<file path="src/sv/sinci_pkg.sv">
package sinci_pkg;

    localparam int DIVIDEND_W = 20;
    localparam int INV_PI_Q16 = 20861;

    localparam logic [1:0] CFG_TIMEBASE    = 2'd0;
    localparam logic [1:0] CFG_POINT_COUNT = 2'd1;

    typedef struct packed {
        logic       opcode;
        logic [7:0] sample;
        logic [9:0] position;
    } sinci_in_t;

    typedef struct packed {
        logic [7:0] value;
        logic [9:0] point;
    } sinci_out_t;

    typedef struct packed {
        logic accept_load;
        logic accept_read;
        logic div_start_mk;
        logic mk_latch;
        logic div_start_j;
        logic sine_load;
        logic const1;
        logic const2;
        logic mem_rd_grid;
        logic grid_res;
        logic mem_rd_term;
        logic term_mul;
        logic term_div;
        logic term_acc;
        logic sum_res;
        logic out_load;
    } sinci_cmd_t;

    typedef struct packed {
        logic div_busy;
        logic k_zero;
        logic count_zero;
        logic last_term;
    } sinci_status_t;

    function automatic logic [5:0] delta_of(input logic [2:0] sel);
        logic [5:0] d;
        unique case (sel)
            3'd0:    d = 6'd50;
            3'd1:    d = 6'd20;
            3'd2:    d = 6'd10;
            3'd3:    d = 6'd5;
            default: d = 6'd2;
        endcase
        return d;
    endfunction

    function automatic logic [14:0] sine_q15(input logic [5:0] j);
        logic [14:0] s;
        unique case (j)
            6'd0:  s = 15'd0;     6'd1:  s = 15'd1029;  6'd2:  s = 15'd2057;
            6'd3:  s = 15'd3084;  6'd4:  s = 15'd4107;  6'd5:  s = 15'd5126;
            6'd6:  s = 15'd6140;  6'd7:  s = 15'd7148;  6'd8:  s = 15'd8149;
            6'd9:  s = 15'd9142;  6'd10: s = 15'd10126; 6'd11: s = 15'd11099;
            6'd12: s = 15'd12062; 6'd13: s = 15'd13013; 6'd14: s = 15'd13952;
            6'd15: s = 15'd14876; 6'd16: s = 15'd15786; 6'd17: s = 15'd16680;
            6'd18: s = 15'd17557; 6'd19: s = 15'd18418; 6'd20: s = 15'd19260;
            6'd21: s = 15'd20083; 6'd22: s = 15'd20886; 6'd23: s = 15'd21669;
            6'd24: s = 15'd22431; 6'd25: s = 15'd23170; 6'd26: s = 15'd23886;
            6'd27: s = 15'd24579; 6'd28: s = 15'd25247; 6'd29: s = 15'd25891;
            6'd30: s = 15'd26509; 6'd31: s = 15'd27101; 6'd32: s = 15'd27666;
            6'd33: s = 15'd28204; 6'd34: s = 15'd28714; 6'd35: s = 15'd29196;
            6'd36: s = 15'd29648; 6'd37: s = 15'd30072; 6'd38: s = 15'd30466;
            6'd39: s = 15'd30830; 6'd40: s = 15'd31163; 6'd41: s = 15'd31466;
            6'd42: s = 15'd31738; 6'd43: s = 15'd31978; 6'd44: s = 15'd32187;
            6'd45: s = 15'd32364; 6'd46: s = 15'd32509; 6'd47: s = 15'd32622;
            6'd48: s = 15'd32702; 6'd49: s = 15'd32751; 6'd50: s = 15'd32767;
            default: s = 15'd0;
        endcase
        return s;
    endfunction

endpackage

</file>
<file path="src/sv/sinci_ctrl.sv">
module sinci_ctrl (
    input  logic                     clk,
    input  logic                     rst_n,
    input  logic                     in_valid,
    input  logic                     opcode,
    output logic                     in_ready,
    output logic                     out_valid,
    input  logic                     out_ready,
    input  sinci_pkg::sinci_status_t status,
    output sinci_pkg::sinci_cmd_t    cmd
);
    import sinci_pkg::*;

    typedef enum logic [16:0] {
        S_IDLE     = 17'b00000000000000001,
        S_MK_START = 17'b00000000000000010,
        S_MK_WAIT  = 17'b00000000000000100,
        S_GRID_RD  = 17'b00000000000001000,
        S_GRID_RES = 17'b00000000000010000,
        S_J_START  = 17'b00000000000100000,
        S_J_WAIT   = 17'b00000000001000000,
        S_SINE     = 17'b00000000010000000,
        S_CONST1   = 17'b00000000100000000,
        S_CONST2   = 17'b00000001000000000,
        S_T_RD     = 17'b00000010000000000,
        S_T_MUL    = 17'b00000100000000000,
        S_T_DIV    = 17'b00001000000000000,
        S_T_WAIT   = 17'b00010000000000000,
        S_T_ACC    = 17'b00100000000000000,
        S_SUM_RES  = 17'b01000000000000000,
        S_OUT      = 17'b10000000000000000
    } state_t;

    state_t state_reg, state_next;
    logic   out_valid_reg, out_valid_next;

    always_comb
    begin
        state_next     = state_reg;
        out_valid_next = out_valid_reg && !out_ready;
        cmd            = '0;
        in_ready       = 1'b0;
        unique case (state_reg)
            S_IDLE:
            begin
                in_ready = 1'b1;
                if (in_valid)
                begin
                    if (opcode)
                    begin
                        cmd.accept_read = 1'b1;
                        state_next      = S_MK_START;
                    end
                    else
                        cmd.accept_load = 1'b1;
                end
            end
            S_MK_START:
            begin
                cmd.div_start_mk = 1'b1;
                state_next       = S_MK_WAIT;
            end
            S_MK_WAIT:
            begin
                if (!status.div_busy)
                begin
                    cmd.mk_latch = 1'b1;
                    state_next   = status.k_zero ? S_GRID_RD : S_J_START;
                end
            end
            S_GRID_RD:
            begin
                cmd.mem_rd_grid = 1'b1;
                state_next      = S_GRID_RES;
            end
            S_GRID_RES:
            begin
                cmd.grid_res = 1'b1;
                state_next   = S_OUT;
            end
            S_J_START:
            begin
                cmd.div_start_j = 1'b1;
                state_next      = S_J_WAIT;
            end
            S_J_WAIT:
            begin
                if (!status.div_busy)
                    state_next = S_SINE;
            end
            S_SINE:
            begin
                cmd.sine_load = 1'b1;
                state_next    = S_CONST1;
            end
            S_CONST1:
            begin
                cmd.const1 = 1'b1;
                state_next = S_CONST2;
            end
            S_CONST2:
            begin
                cmd.const2 = 1'b1;
                state_next = status.count_zero ? S_SUM_RES : S_T_RD;
            end
            S_T_RD:
            begin
                cmd.mem_rd_term = 1'b1;
                state_next      = S_T_MUL;
            end
            S_T_MUL:
            begin
                cmd.term_mul = 1'b1;
                state_next   = S_T_DIV;
            end
            S_T_DIV:
            begin
                cmd.term_div = 1'b1;
                state_next   = S_T_WAIT;
            end
            S_T_WAIT:
            begin
                if (!status.div_busy)
                    state_next = S_T_ACC;
            end
            S_T_ACC:
            begin
                cmd.term_acc = 1'b1;
                state_next   = status.last_term ? S_SUM_RES : S_T_RD;
            end
            S_SUM_RES:
            begin
                cmd.sum_res = 1'b1;
                state_next  = S_OUT;
            end
            S_OUT:
            begin
                // hold until the output register is free
                if (!out_valid_reg || out_ready)
                begin
                    cmd.out_load   = 1'b1;
                    out_valid_next = 1'b1;
                    state_next     = S_IDLE;
                end
            end
            default:
                state_next = S_IDLE;
        endcase
    end

    always_ff @(posedge clk or negedge rst_n)
    begin
        if (!rst_n)
        begin
            state_reg     <= S_IDLE;
            out_valid_reg <= 1'b0;
        end
        else
        begin
            state_reg     <= state_next;
            out_valid_reg <= out_valid_next;
        end
    end

    assign out_valid = out_valid_reg;

endmodule

</file>
<file path="config.mk">
export PLATFORM = sky130hd
export DESIGN_NAME = sinci_ctrl
export DESIGN_NICKNAME = d
export VERILOG_FILES = /design/src/sv/sinci_pkg.sv /design/src/sv/sinci_ctrl.sv
export SDC_FILE = /design/constraint.sdc
export NUM_CORES = 1
export LEC_CHECK = 0
export BUFFER_PORTS_ARGS = -buffer_cell sky130_fd_sc_hd__buf_2
export CORE_UTILIZATION = 42
export CTS_CLUSTER_SIZE = 10
export DETAILED_ROUTE_END_ITERATION = 12
export GPL_TIMING_DRIVEN = 0
export HOLD_SLACK_MARGIN = 0.02
export PLACE_DENSITY = 0.62
export SYNTH_ARGS = -nofsm -noshare
export SYNTH_HDL_FRONTEND = slang
export SYNTH_SLANG_ARGS = --single-unit
</file>
<file path="constraint.sdc">
create_clock -name clk -period 3.29 [get_ports clk]
set_clock_uncertainty 0.2 [all_clocks]
set_input_delay 0 -clock clk [delete_from_list [all_inputs] [get_ports clk]]
set_output_delay 0 -clock clk [all_outputs]
set_load 0.02 [all_outputs]
</file>
# Word-level counts from Yosys, hierarchy flattened
# Index checks and enable logic that the tools add are counted.
[word_totals] mem_bits_ro=0 mem_count=0 input_bits=9 output_inout_bits=18 mem_bits_rw=0 latchBits=0 wordCells=64 ff_bits=18
[op_classes] eq_ne=23 reduce_logical=6 n_mul=0 n_shift=0 muxes=33 n_bitwise=0 order_cmp=0 n_addsub=0 n_div=0
[ops] operator="$pmux 17 s16" count=1
[ops] operator="$mux 17" count=6
[ops] operator="$mux 16" count=2
[ops] operator="$mux 1" count=21
[ops] operator="$eq 17x1->1 const B" count=1
[ops] operator="$eq 17x10->1 const B" count=1
[ops] operator="$eq 17x11->1 const B" count=1
[ops] operator="$eq 17x12->1 const B" count=1
[ops] operator="$eq 17x13->1 const B" count=1
[ops] operator="$eq 17x14->1 const B" count=1
[ops] operator="$eq 17x15->1 const B" count=1
[ops] operator="$eq 17x16->1 const B" count=1
[ops] operator="$eq 17x17->1 const B" count=1
[ops] operator="$eq 17x2->1 const B" count=1
[ops] operator="$eq 17x3->1 const B" count=1
[ops] operator="$eq 17x4->1 const B" count=1
[ops] operator="$eq 17x5->1 const B" count=1
[ops] operator="$eq 17x6->1 const B" count=1
[ops] operator="$eq 17x7->1 const B" count=1
[ops] operator="$eq 17x8->1 const B" count=1
[ops] operator="$eq 17x9->1 const B" count=1
[ops] operator="$ne 2x2->1 const B" count=6
[ops] operator="$mux 6" count=1
[ops] operator="$reduce_and 6->1" count=1
[ops] operator="other kinds (5)" count=7

# Longest topological paths before layout
[logic_depth] ltp_word=4 mapped_depth=7 mapped_depth_nobuf=6

# Worst setup path before layout
# Ideal clock, no wire load.
[synth_timing] path_kind="reg2out" startpoint="register state_reg[13]" endpoint="output port cmd[5] in the netlist's numbering" path_slack_ps=922 arrival_time_ps=2168 t_required_ps=3090 stages_incl_launch_ff=7 n_path_buf=1 path_cell_list="dfrtp_1 nor4_4 nand2_2 or3_1 buf_2 or3_4 nor3b_1"
[synth_rtl] item="start, declared" line_no="sinci_ctrl.sv:34" text="state_t state_reg, state_next;"
[synth_rtl] item="start signal, assigned" line_no="sinci_ctrl.sv:160" text="state_reg <= state_next;"
[synth_rtl] item="end, declared" line_no="sinci_ctrl.sv:10" text="output sinci_pkg::sinci_cmd_t cmd"

# Worst setup path after layout
[layout_timing] startpoint="register state_reg[9]" endpoint="register state_reg[5]"
[layout_via] elab_chain_len=3 word_cells_on_any_way=26 cone_classes="23 x eq/ne; 1 x mux; 2 x reduce/logical"
[layout_lines] item="$eq 17x16->1, or another cell as far along" line_no="sinci_ctrl.sv:43" text="unique case (state_reg)"
[layout_lines] item="$reduce_or 2->1 (no source line) or $ne 2x2->1 (tied branches)"
[layout_lines] item="$pmux 17 s16 or $reduce_and 6->1 (tied branches)"
# Parallel ways exist; a longest one is shown, timed or not.
# A chain may end at the register's enable or synchronous reset.

==> impl_metrics.json <==
{
  "min_period_ns": 2.71,
  "place_area_um2": 1290,
  "viasPerCell": 5.37,
  "routedWlPerCell_um": 14.5,
  "ir_worst_vdd_mv": 0.375,
  "fin_setup_tns_ns": 0,
  "p_leak_nw": 0.727,
  "synth_seq_area_share": 0.403,
  "finalSetupViolCount": 0,
  "die_x_um": 53.6,
  "syn_area_per_cell_um2": 10.5,
  "gr-total-overflow": 0,
  "synth.top_cell.area_share": 0.380,
  "worst-r2r-cell-count": 7,
  "crit_family": "simple AND/OR/NAND/NOR gates",
  "grt_max_degree": 18,
  "cts_root_buf": "clkbuf_4",
  "netlist_area_um2": 1120,
  "clock_sinks": 18,
  "rows": 18,
  "vias": 966,
  "clock_latency_ns": 0.30,
  "cp.required_ns": 3.34,
  "slew_headroom": 0.442,
  "cp_max_fo": 5,
  "syn-num-nets": 116,
  "grt_pass1_vias": 953,
  "tightest_slew_ns": 0.834,
  "maxSlewViolCount": 0,
  "crit_cells": 7,
  "num_antenna_cells": 0,
  "syn_to_final_growth_pct": 29.8,
  "critPathBufInv": 1,
  "synth_area_leaders": "dfrtp_1 (38%), nor3b_1 (5.4%), and4b_1 (4.5%)",
  "path_cells": "nor4_2, nor2b_1, and3_1, nand2_1, nor4b_2, nor2b_1, dlygate4sd3_1",
  "cp.arrival_ns": 2.76,
  "syn_inst": 107,
  "grt_usage": 0.223,
  "synth_edf_count": 0,
  "cts_setup_buffers": 0,
  "post-route-period-util": 0.825,
  "crit_slowest_cell": "dlygate4sd3_1",
  "antenna_found_initial": 0,
  "critPathKind": "register to register",
  "worstHoldPathCells": 3,
  "rsz0062_at_grt": "false",
  "maxCapViolCount": 0,
  "status": "finished clean",
  "grt_pass1_wl_um": 4460,
  "dpl.hpwl_um": 1860,
  "power_mw": 0.697,
  "cts_buffers": 3,
  "yosysMostFrequentCell": "dfrtp_1",
  "clk_pin_slew_ns": 0.11,
  "yosysTopAreaCell": "dfrtp_1",
  "async_flop_share": 1.00,
  "cts_htree_levels": 1,
  "fmax_mhz": 368,
  "drt_first_pass_iters": 3,
  "power.density_nw_per_um2": 479,
  "synth-seq-cells": 18,
  "synth_commonest_cells": "dfrtp_1 (17), nor2_1 (12), nor3b_1 (8)",
  "min_path_type": "primary input to register",
  "design_area_um2": 1450,
  "cpMostUsedCell": "nor2b_1",
  "cpPeakStageDelay_ns": 0.54,
  "coreArea_um2": 2500,
  "wl_um": 2600,
  "tritoncts": "built",
  "start_kind": "register",
  "clockBufferDepth": 2,
  "synth_cell_types": 39,
  "drive_above_1_share": 0.313,
  "antenna_left": 0,
  "drt_iter0_markers": 7,
  "hold_viol_final": 0,
  "gp_congestion": 0.781,
  "drc": 0,
  "ys.warnings.count": 0,
  "nets": 160,
  "die-height_um": 53.6,
  "ioPinCount": 27,
  "worstSetupEndpointType": "register",
  "largest_reg_flops": 17,
  "die_area_um2": 2880,
  "start_util": 0.448,
  "ys.flop_type": "dfrtp_1",
  "fillers": 230,
  "utilization": 0.582,
  "port_buffers": 26
}
report_power, final:
part / internal, mW / switching, mW
clock network: 0.0674 / 0.0724
logic: 0.132 / 0.164
registers: 0.239 / 0.0217
routing by layer:
| layer | GRT usage | share of wire |
|---|---|---|
| met5 | 0 | 0 |
| met3 | 0.0424 | 0.025 |
| met2 | 0.346 | 0.46 |
| met4 | 0.123 | 0.025 |
| met1 | 0.290 | 0.49 |
area by class of cell:
class / count / area, um2 / share of cell area
repair buffers: 39 / 260 / 0.179
multi-input cells: 82 / 631 / 0.434
clock buffers: 4 / 36.3 / 0.0250
flip-flops and latches: 18 / 452 / 0.311
well taps: 30 / 37.5 / 0.0258
plain buffers: 5 / 30.0 / 0.0207
inverters: 2 / 7.51 / 0.00516
cells in the final DEF, fill, tap and decap left out, drive strengths merged:
cell type and instances:
and2 1, nor2b 3, a21o 3, nand2b 3, dfrtp 17, inv 2
nand2 7, and4b 5, dlygate4sd3 13, a31oi 1, a221o 1, or3 6
nand3b 2, a22o 1, and3 3, a41o 1, nand3 1, and4 1
xnor2 3, nor4 6, nor3b 8, nor3 2, nor4b 5, nand4b 1
clkbuf 5, o21ai 3, xor2 1, buf 30, o41ai 1, dfstp 1
o32ai 1, nor2 12
worst min-delay path, delay by kind of cell:
| family | cells | cell delay [ns] |
|---|---|---|
| buf+inv | 2 | 0.61 |
| compound gates | 1 | 0.07 |
metrics by stage:
| step | hold slack (ns) | cells | setup slack [ns] |
|---|---|---|---|
| 6_report | 0.237 | 180 | 0.575 |
| 5_1_grt | 0.245 | 180 | 0.361 |
| 4_1_cts | 0.211 | 180 | 0.572 |
| 3_5_place_dp | -0.242 | 163 | 0.914 |
| 3_3_place_gp | -0.245 | 163 | 1.00 |
| 2_1_floorplan | -0.496 | 107 | 0.922 |
kinds of logic after synthesis:
| logic type | synth area share |
|---|---|
| simple gates | 0.445 |
| flops | 0.403 |
| compound gates | 0.0872 |
| buf+inv | 0.0335 |
| xor+xnor | 0.0313 |
worst paths after layout:
check	from	to	slack [ns]
max in group asynchronous	rst_n	out_valid$_DFF_PN0_	1.13
min in group asynchronous	rst_n	state_reg[0]$_DFFE_PN1P_	0.52
worst min register to register	state_reg[11]$_DFFE_PN0P_	state_reg[11]$_DFFE_PN0P_	0.38
worst min-delay path	out_ready	out_valid$_DFF_PN0_	0.24
worst max-delay path	state_reg[9]$_DFFE_PN0P_	state_reg[5]$_DFFE_PN0P_	0.58
worst max register to register	state_reg[9]$_DFFE_PN0P_	state_reg[5]$_DFFE_PN0P_	0.58
timing repair:
item,CTS,global route
resized for setup,0,0
hold buffers,13,0
setup endpoints to repair,0,0
hold endpoints to repair,27,0
Power figures use the tool's default switching activity.
